**src/design/skvl_pkg.sv**
```systemverilog
package skvl_pkg;

  // Number of cells in the chain, that is, the number of pairs the table holds.
  localparam int unsigned CAPACITY = 32;
  // Width of the entry counter, wide enough to hold CAPACITY itself.
  localparam int unsigned CNT_W = $clog2(CAPACITY + 1);
  localparam int unsigned OCC_W = 6;
  localparam int unsigned KEY_W = 32;
  localparam int unsigned VAL_W = 32;

  typedef enum logic [2:0] {
    KIND_INSERT    = 3'd0,
    KIND_FIND      = 3'd1,
    KIND_REMOVE    = 3'd2,
    KIND_CLEAR     = 3'd3,
    KIND_DUMP_ASC  = 3'd4,
    KIND_DUMP_DESC = 3'd5
  } kind_e;

  // What every cell of the chain does in the current cycle.
  typedef enum logic [2:0] {
    CELL_HOLD,
    CELL_INSERT,
    CELL_REMOVE,
    CELL_ROT_L,
    CELL_ROT_R
  } cell_op_e;

  typedef struct packed {
    logic signed [KEY_W-1:0] key;
    logic signed [VAL_W-1:0] value;
  } entry_t;

  // Position of a cell relative to the occupied part of the chain.
  typedef struct packed {
    logic occ;     // cell holds a stored pair
    logic head;    // first cell of the chain
    logic tail;    // last occupied cell
    logic at_end;  // first free cell
  } cell_flags_t;

  typedef struct packed {
    logic [2:0]              kind;
    logic signed [KEY_W-1:0] entry_key;
    logic signed [VAL_W-1:0] entry_value;
  } in_item_t;

  typedef struct packed {
    logic                    hit;
    logic signed [KEY_W-1:0] out_key;
    logic signed [VAL_W-1:0] out_value;
    logic                    status;
    logic [OCC_W-1:0]        occupancy;
    logic                    last;
  } out_item_t;

endpackage

```
**src/design/skvl_cell.sv**
```systemverilog
module skvl_cell (
  input  logic                 clk_i,
  input  skvl_pkg::cell_op_e   op_i,
  input  skvl_pkg::entry_t     new_i,
  input  skvl_pkg::cell_flags_t flags_i,
  input  skvl_pkg::entry_t     left_i,
  input  skvl_pkg::entry_t     right_i,
  input  skvl_pkg::entry_t     wrap_i,
  input  logic                 left_gt_i,
  output skvl_pkg::entry_t     entry_o,
  output logic                 gt_o,
  output logic                 eq_o
);
  import skvl_pkg::*;

  entry_t entry_q;
  entry_t entry_d;
  logic   lt;

  assign gt_o    = flags_i.occ && ($signed(entry_q.key) > $signed(new_i.key));
  assign eq_o    = flags_i.occ && (entry_q.key == new_i.key);
  assign lt      = $signed(entry_q.key) < $signed(new_i.key);
  assign entry_o = entry_q;

  always_comb begin
    entry_d = entry_q;
    case (op_i)
      CELL_INSERT: begin
        // Every cell at or after the insert point moves one place toward the tail.
        if (left_gt_i) begin
          entry_d = left_i;
        end else if (gt_o || flags_i.at_end) begin
          entry_d = new_i;
        end
      end
      CELL_REMOVE: begin
        // Cells from the first matching key on move one place toward the head.
        if (flags_i.occ && !lt) begin
          entry_d = right_i;
        end
      end
      CELL_ROT_L: begin
        if (flags_i.occ) begin
          entry_d = flags_i.tail ? wrap_i : right_i;
        end
      end
      CELL_ROT_R: begin
        if (flags_i.occ) begin
          entry_d = flags_i.head ? wrap_i : left_i;
        end
      end
      default: begin
        entry_d = entry_q;
      end
    endcase
  end

  always_ff @(posedge clk_i) begin
    entry_q <= entry_d;
  end

endmodule

```
**config.mk**
```make
export PLATFORM = sky130hd
export DESIGN_NAME = skvl_cell
export DESIGN_NICKNAME = d
export VERILOG_FILES = /design/src/design/skvl_pkg.sv /design/src/design/skvl_cell.sv
export SDC_FILE = /design/constraint.sdc
export NUM_CORES = 1
export LEC_CHECK = 0
export BUFFER_PORTS_ARGS = -buffer_cell sky130_fd_sc_hd__buf_4
export CORE_AREA = 2 2 127 129
export CTS_CLUSTER_DIAMETER = 120
export CTS_CLUSTER_SIZE = 16
export DETAILED_ROUTE_END_ITERATION = 10
export DIE_AREA = 0 0 129 131
export SLEW_MARGIN = 10
export SYNTH_ARGS = -nofsm -noshare
export SYNTH_HDL_FRONTEND = slang
export SYNTH_SLANG_ARGS = --single-unit
```
**constraint.sdc**
```tcl
create_clock -name clk_i -period 8.9 [get_ports clk_i]
set_input_delay 2.225 -clock clk_i [delete_from_list [all_inputs] [get_ports clk_i]]
set_output_delay 2.225 -clock clk_i [all_outputs]
set_load 0.01 [all_outputs]
```
# == Yosys cells after proc, flatten, opt, wreduce, memory -nomap -nowiden ==
# Cells that the tools add are included.
# totals
regBits,64
input_bits,265
out_inout_bits,66
# op_classes
order_cmp,2
n_reduce_logical,7
n_eq_ne,9
n_mux,8
# op_table
cell,count
two-way mux 64 bit,7
case mux 64 bit (4 select lines),1
equality test 32 bit,1
> comparator 32 bit,1
less-than comparator 32 bit,1
equality test 3 x 2 -> 1 bit (second input constant),2
!= test 2 bit (second input constant),3
AND reduction 5 bit,1
nonzero test 4 bit,1
equality test 3 x 1 -> 1 bit (second input constant),1
equality test 3 bit (second input constant),1
logical AND 1 bit,3
!= test 3 bit (second input constant),1
zero test 1 bit,1
logical OR 1 bit,1

# == Logic depth before layout (Yosys ltp) ==
# Gate-level depths: netlist (run 1).
# depth
depth_word,6
depth_mapped,8
depth_no_buf,8

# == Least setup slack after synthesis (run 1) ==
# No wires, ideal clock.
# synth_path
path_kind,input -> register
start,input new_i[63] (netlist bit)
end,"register entry_q, in the netlist entry_o[0], enable pin"
setup_slack_ns,2.199
setup_time_ns,0.474
arrival_ns,6.227
stages,8
cell_sequence,inv_1 -> ha_1 -> a21oi_1 -> o21ai_1 -> a211o_1 -> o32a_2 -> a221o_1 -> nor3_2
# synth_via
elab_chain_cells,5
elab_cells_between_ends,9
# synth_lines
element,line_no,rtl
from (decl),skvl_cell.sv:4,"input skvl_pkg::entry_t new_i,"
> comparator 32 bit or less-than comparator 32 bit (tied branches),"skvl_cell.sv:20, skvl_cell.sv:22",
logical AND 1 bit or zero test 1 bit (tied branches),"skvl_cell.sv:20, skvl_cell.sv:38",
logical OR 1 bit or logical AND 1 bit (tied branches),"skvl_cell.sv:32, skvl_cell.sv:38",
!= test 3 bit (no source line) or != test 2 bit (tied branches),-,
AND reduction 5 bit (no source line) *,-,
to (signal assigned),skvl_cell.sv:59,entry_q <= entry_d;
to (decl),skvl_cell.sv:16,entry_t entry_q;
# Mark *: on every way between the ends. The rest lies on a longest branch, timed or not.
# A chain may end at the register's enable or synchronous reset.

# == Worst setup path in the final report (run 1) ==
# layout_path
start,input new_i[47] (netlist bit)
end,output gt_o
# layout_via
elab_chain_cells,2
# layout_lines
element,line_no,rtl
> comparator 32 bit,skvl_cell.sv:20,assign gt_o = flags_i.occ && ($signed(entry_q.key) > $signed(new_i.key));
logical AND 1 bit,skvl_cell.sv:20,
to (decl),skvl_cell.sv:11,"output logic gt_o,"
# No other way between the ends.

==> results of run 1 <==
## power breakdown
part           total (mW)  switching, mW  internal [mW]
registers           0.384         0.0113          0.372
logic               0.332          0.156          0.176
clock network       0.367          0.124          0.243
total                1.08          0.292          0.791
## metal layers
layer / global-route usage [%] / vias up
met5: 0 / -
met4: 10.4 / 2
met3: 4.89 / 35
met2: 38.4 / 240
met1: 22.6 / 2544
li1: - / 2652
## layout make-up
class,count,area share [%]
Multi-Input combinational cell,371,35.5
Clock buffer,11,2.91
Tap cell,216,3.38
Clock inverter,4,0.876
Inverter,35,1.64
Sequential cell,64,24.0
Timing Repair Buffer,338,31.7
## cell families (layout without fill, tap and decap cells)
kind of cell / count (synthesis) / after routing / share of synthesized area [%]
buffers and inverters: 75 / 388 / 5.71
AO/OA/AOI/OAI: 226 / 226 / 29.6
AND/OR/NAND/NOR: 47 / 47 / 5.21
multiplexers: 66 / 66 / 13.2
flip-flops: 64 / 64 / 38.3
adder cells (fa/ha/maj): 32 / 32 / 7.98
## how the worst max path moves through the flow
| stage | startpoint | end | slack (ps) | cells past startpoint |
|---|---|---|---|---|
| 2_1_floorplan | new_i[63] | entry_o[0] | 2200 | 8 |
| 3_3_place_gp | new_i[47] | gt_o | 2390 | 10 |
| 3_5_place_dp | new_i[47] | gt_o | 2390 | 10 |
| 4_1_cts | new_i[47] | gt_o | 2380 | 10 |
| 5_1_grt | new_i[47] | gt_o | 2260 | 10 |
| 6_report | new_i[47] | gt_o | 2400 | 10 |
## through the flow
step           instances  hold WS, ps  total power, mW  cell area [um2]  setup slack, ps
2_1_floorplan        510         1600            0.545             5020             2200
5_1_grt             1039         1340             1.14             8000             2260
3_5_place_dp        1024         1280            0.725             7700             2390
4_1_cts             1039         1280             1.10             8000             2380
6_report            1039         1260             1.08             8000             2400
3_3_place_gp        1024         1240            0.720             7700             2390
## cells in the mapped netlist, types with 2 or more instances
cell type | instances | share of area (%)
a21oi_1 | 143 | 14
mux2i_1 | 65 | 13
edfxtp_1 | 64 | 38
a221o_1 | 63 | 13
inv_1 | 35 | 2.6
clkbuf_1 | 33 | 2.5
ha_1 | 32 | 8.0
nand2_1 | 12 | 0.90
nor2_1 | 8 | 0.60
o21ai_0 | 8 | 0.80
nand4_1 | 7 | 0.87
buf_2 | 4 | 0.40
nor2b_1 | 4 | 0.50
buf_1 | 3 | 0.22
nor2_2 | 2 | 0.25
nor3_1 | 2 | 0.20
nor4_1 | 2 | 0.25
nor4b_1 | 2 | 0.35
## worst max-delay path: stages
cell and delay, ps:
buf_4 80, inv_1 30, ha_1 320, a21oi_1 140, o21ai_0 160, a211o_1 300
o32a_2 350, or2_2 290, a211oi_2 210, buf_4 160
==> impl_metrics.py, run 1 <==
metrics = {
    "route": {
        "num_vias": 5473,
        "met2_length_um": 9810,
        "wl_per_cell_um": 17.9,
        "dr.first_iter.drc_count": 258,
        "drt-met1-wl_um": 6780,
        "drc_errors": 0,
        "routed_wl_um": 18600,
        "firstDrtPassIters": 5,
        "dr_wl_met3_um": 1380,
        "detail-route-antenna-nets": 0,
        "viasPerCell": 5.27,
        "maxUsedRoutingLayer": "met5",
    },
    "grt": {
        "grt_pass1_vias": 5446,
        "grt_max_degree": 68,
        "grt_pass1_wl_um": 27200,
        "grt_usage_pct": 20.9,
        "grt_overflow": 0,
        "antenna_found_initial": 0,
    },
    "hold_path": {
        "holdPathStages": 4,
        "hp-class": "flop to flop",
        "hold_start": "entry_o[63]",
        "worstHoldEndpoint": "entry_o[52]",
    },
    "timing": {
        "slew_headroom_pct": 37.2,
        "worst_pin_slew_ps": 939,
        "setup_viol": 0,
        "fmax_mhz": 154,
        "final-max-slew-violation-count": 0,
        "finalCritPeriodShare_pct": 73.0,
        "tns_ps": 0,
        "min_period_ps": 6500,
        "rsz0062_at_grt": "no",
        "hold_viol": 0,
        "fin_skew_ps": 9.01,
    },
    "cells_and_area": {
        "final_common_cell": "buf_4",
        "area_delta_synth_final_pct": 59.5,
        "nets": 1116,
        "drive_above_1_share_pct": 44.1,
        "diodes": 0,
        "final_util_pct": 51.3,
        "fillers": 1459,
        "multi_input_area_um2": 2840,
        "largest_reg_flops": 64,
        "regArea_um2": 1920,
        "layout_common_cells": "buf_4 (338), a21oi_1 (142), mux2i_1 (65)",
    },
    "floorplanning": {
        "dieArea_um2": 16900,
        "rows": 46,
        "initial_utilization_pct": 32.2,
        "core_area_um2": 15600,
        "die_w_um": 129,
        "die-height_um": 131,
        "io-pin-count": 331,
    },
    "run_status": {
        "status": "finished clean",
    },
    "clocking": {
        "cts_buffers": 9,
        "cts_setup_buffers": 0,
        "cts_tree": "done",
        "clk_pin_slew_ps": 60,
        "clock_latency_ps": 330,
        "cts_root_buf": "clkbuf_16",
        "htree_levels": 3,
        "clk_path_buf_depth": 2,
        "cts_resized": 0,
        "cts_sinks": 64,
        "ctsHoldBuffers": 0,
    },
    "synth": {
        "syn-num-nets": 807,
        "syn_area_per_cell_um2": 9.84,
        "synth_seq_area_share_pct": 38.3,
        "synth_enable_flop_cells": 64,
        "netlist_area_um2": 5020,
        "ys_seq_elements": 64,
        "synth_flop_cell": "edfxtp_1",
        "synth_cells": 510,
        "synth_cell_type_count": 39,
        "yosysWarnings": 0,
        "async_flop_share_pct": 0,
    },
    "worst_setup_path": {
        "timing.rr.end": "entry_o[15]",
        "critPathKind": "input pin to output pin",
        "reg2reg_from": "entry_o[47]",
        "ff2ff_setup_slack_ps": 5510,
        "required_ps": 6680,
        "crit_fanout": 4,
        "crit_path_end_kind": "output pin",
        "critPathLaunchType": "input pin",
        "worstRegToRegCells": 8,
        "cp.arrival_ps": 4270,
    },
    "power": {
        "leakagePower_nw": 3.77,
        "vdd_drop_max_uv": 90.1,
        "power.density_nw_per_um2": 135,
    },
    "placed_design": {
        "gp_congestion": 0.860,
        "port_buffers": 330,
        "place_hpwl_um": 14600,
    },
    "job": {
        "maxCapViolations": 0,
    },
}
Power figures use the tool's default switching activity.
==> inputs of run 2 (changes only) <==
--- a/config.mk
+++ b/config.mk
@@ -6,11 +6,11 @@
 export NUM_CORES = 1
 export LEC_CHECK = 0
 export BUFFER_PORTS_ARGS = -buffer_cell sky130_fd_sc_hd__buf_4
-export CORE_AREA = 2 2 127 129
+export CORE_AREA = 2 2 129 131
 export CTS_CLUSTER_DIAMETER = 120
 export CTS_CLUSTER_SIZE = 16
 export DETAILED_ROUTE_END_ITERATION = 10
-export DIE_AREA = 0 0 129 131
+export DIE_AREA = 0 0 131 133
 export SLEW_MARGIN = 10
 export SYNTH_ARGS = -nofsm -noshare
 export SYNTH_HDL_FRONTEND = slang
==> constraint.sdc (replaced) <==
create_clock -name clk_i -period 6.32 [get_ports clk_i]
set_input_delay 1.58 -clock clk_i [delete_from_list [all_inputs] [get_ports clk_i]]
set_output_delay 1.58 -clock clk_i [all_outputs]
set_load 0.01 [all_outputs]
==> run 2 against run 1 <==
Cell count up 0.48%. Clock skew fell by 2.6 ps. Via count grew 1.7%. Flip-flop and latch count is the same. Setup slack lost 1300 ps. Clock-buffer cell count is the same. Sequential share of layout area up 0.12 points. Clock power is 20% higher. Non-clock buffer count is the same. First-iteration DRC count fell by 14%. Global-route usage increased by 0.73 points.
==> impl_metrics.py, run 2 (synthesis gave the netlist of run 1 again) <==
metrics = {
    "run_status": {
        "status": "finished clean",
    },
    "grt": {
        "grt_most_used_layer": "met2",
        "grt_pass1_vias": 5750,
        "grt_usage_pct": 21.6,
        "antenna_found_initial": 0,
        "grt_overflow": 0,
        "grt_use_met2_pct": 40.0,
        "met3_usage_pct": 5.34,
        "grt_max_degree": 68,
        "grt.met1_usage_pct": 23.0,
        "grt_pass1_wl_um": 29100,
    },
    "clocking": {
        "clk_path_buf_depth": 2,
        "clock_latency_ps": 330,
        "cts_tree": "done",
        "clk_pin_slew_ps": 60,
        "ctsHoldBuffers": 0,
        "htree_levels": 3,
        "cts_sinks": 64,
        "cts_setup_buffers": 0,
        "cts_resized": 0,
        "cts_buffers": 9,
        "cts_root_buf": "clkbuf_16",
    },
    "hold_path": {
        "holdPathStages": 5,
        "hold_start": "entry_o[63]",
        "hp-class": "flop to flop",
        "worstHoldEndpoint": "entry_o[55]",
    },
    "floorplanning": {
        "io-pin-count": 331,
        "die-height_um": 133,
        "rows": 47,
        "die_w_um": 131,
        "dieArea_um2": 17400,
        "initial_utilization_pct": 31.0,
        "core_area_um2": 16200,
    },
    "worst_setup_path": {
        "crit_buf_inv": 3,
        "worstRegToRegCells": 8,
        "slowest_delay_ps": 360,
        "timing.rr.end": "entry_o[15]",
        "crit_chain": "buf_4 -> inv_1 -> ha_1 -> a21oi_1 -> o21ai_0 -> a211o_1 -> o32a_2 -> or2_2 -> a211oi_2 -> buf_4",
        "critPathLaunchType": "input pin",
        "reg2reg_from": "entry_o[47]",
        "cp.arrival_ps": 3660,
        "crit_path_end_kind": "output pin",
        "critPathKind": "input pin to output pin",
        "critPathTopFamily": "compound AO/OA/AOI/OAI gates",
        "crit_fanout": 4,
        "cp_common_cell": "buf_4",
        "required_ps": 4740,
        "critPathSlowestCell": "o32a_2",
        "ff2ff_setup_slack_ps": 3140,
    },
    "placed_design": {
        "port_buffers": 330,
        "dpl_cell_area_um2": 7700,
        "place_hpwl_um": 15000,
        "gp_congestion": 0.838,
    },
    "route": {
        "firstDrtPassIters": 4,
        "drc_errors": 0,
        "detail-route-antenna-nets": 0,
        "dr.first_iter.drc_count": 223,
        "routed_wl_um": 19500,
        "num_vias": 5566,
        "wl_per_cell_um": 18.7,
        "viasPerCell": 5.33,
    },
    "timing": {
        "final-max-slew-violation-count": 0,
        "fin_skew_ps": 6.45,
        "finalCritPeriodShare_pct": 82.9,
        "tns_ps": 0,
        "slew_headroom_pct": 20.7,
        "rsz0062_at_grt": "no",
        "min_period_ps": 5240,
        "hold_viol": 0,
        "fmax_mhz": 191,
        "worst_pin_slew_ps": 1190,
        "setup_viol": 0,
    },
    "cells_and_area": {
        "drive_above_1_share_pct": 43.8,
        "area_delta_synth_final_pct": 58.6,
        "largest_reg_flops": 64,
        "layout_common_cells": "buf_4 (338), a21oi_1 (142), mux2i_1 (65)",
        "diodes": 0,
        "final_common_cell": "buf_4",
        "fin_area_um2": 7960,
        "nets": 1116,
    },
    "power": {
        "power.density_nw_per_um2": 183,
        "power.total_mw": 1.46,
        "vdd_drop_max_uv": 137,
        "leakagePower_nw": 3.74,
    },
    "job": {
        "maxCapViolations": 0,
    },
}
run 2: cell count changes in the layout (fill, tap and decap cells not counted):
cell        previous run  this run
clkinvlp_4             0         1
clkinv_2               2         1
clkinv_1               0         3
bufinv_16              2         0
run 2: power breakdown:
part	total (mW)	internal, mW	switching, mW
clock network	0.441	0.261	0.180
registers	0.540	0.524	0.0161
logic	0.474	0.249	0.225
run 2: worst min-delay path, delay by kind of cell (launching register included):
family / cells / cell delay, ps
and+or+nand+nor: 2 / 180
DFF: 1 / 340
adders and majority gates: 1 / 290
AOI/OAI and AO/OA: 1 / 190
buffers and inverters: 1 / 240
run 2: through the flow:
| stage | setup WS, ps | utilization, % | cells | hold slack [ps] |
|---|---|---|---|---|
| floorplan | 264 | - | 510 | 1600 |
| global placement | 1100 | 47.6 | 1028 | 1440 |
| detailed placement | 1080 | 47.6 | 1028 | 1450 |
| CTS | 1070 | 49.2 | 1044 | 1460 |
| global route | 947 | 49.2 | 1044 | 1550 |
| finish | 1080 | 49.2 | 1044 | 1440 |
run 2: area by class of cell:
cell class	instances	area (um2)
multi-input cells	371	2840
clock buffers	11	233
well taps	220	275
clock inverters	5	23.8
flip-flops and latches	64	1920
repair buffers	338	2540
fillers	1555	8210
inverters	35	131
run 2: worst max path at each step:
| stage | from | depth (start not counted) | slack, ps | end |
|---|---|---|---|---|
| after floorplan | new_i[63] | 8 | 260 | entry_o[0] |
| after global placement | new_i[47] | 10 | 1100 | gt_o |
| after detailed placement | new_i[47] | 10 | 1080 | gt_o |
| after CTS | new_i[47] | 10 | 1070 | gt_o |
| after global routing | new_i[47] | 10 | 950 | gt_o |
| final | new_i[47] | 10 | 1080 | gt_o |
run 2: layer usage:
| layer | wire [um] | part of all wire (%) | vias up |
|---|---|---|---|
| li1 | - | - | 2647 |
| met3 | 1450 | 7.4 | 40 |
| met2 | 10300 | 53 | 246 |
| met4 | 566 | 2.9 | 0 |
| met5 | 0 | 0 | - |
| met1 | 7140 | 37 | 2633 |
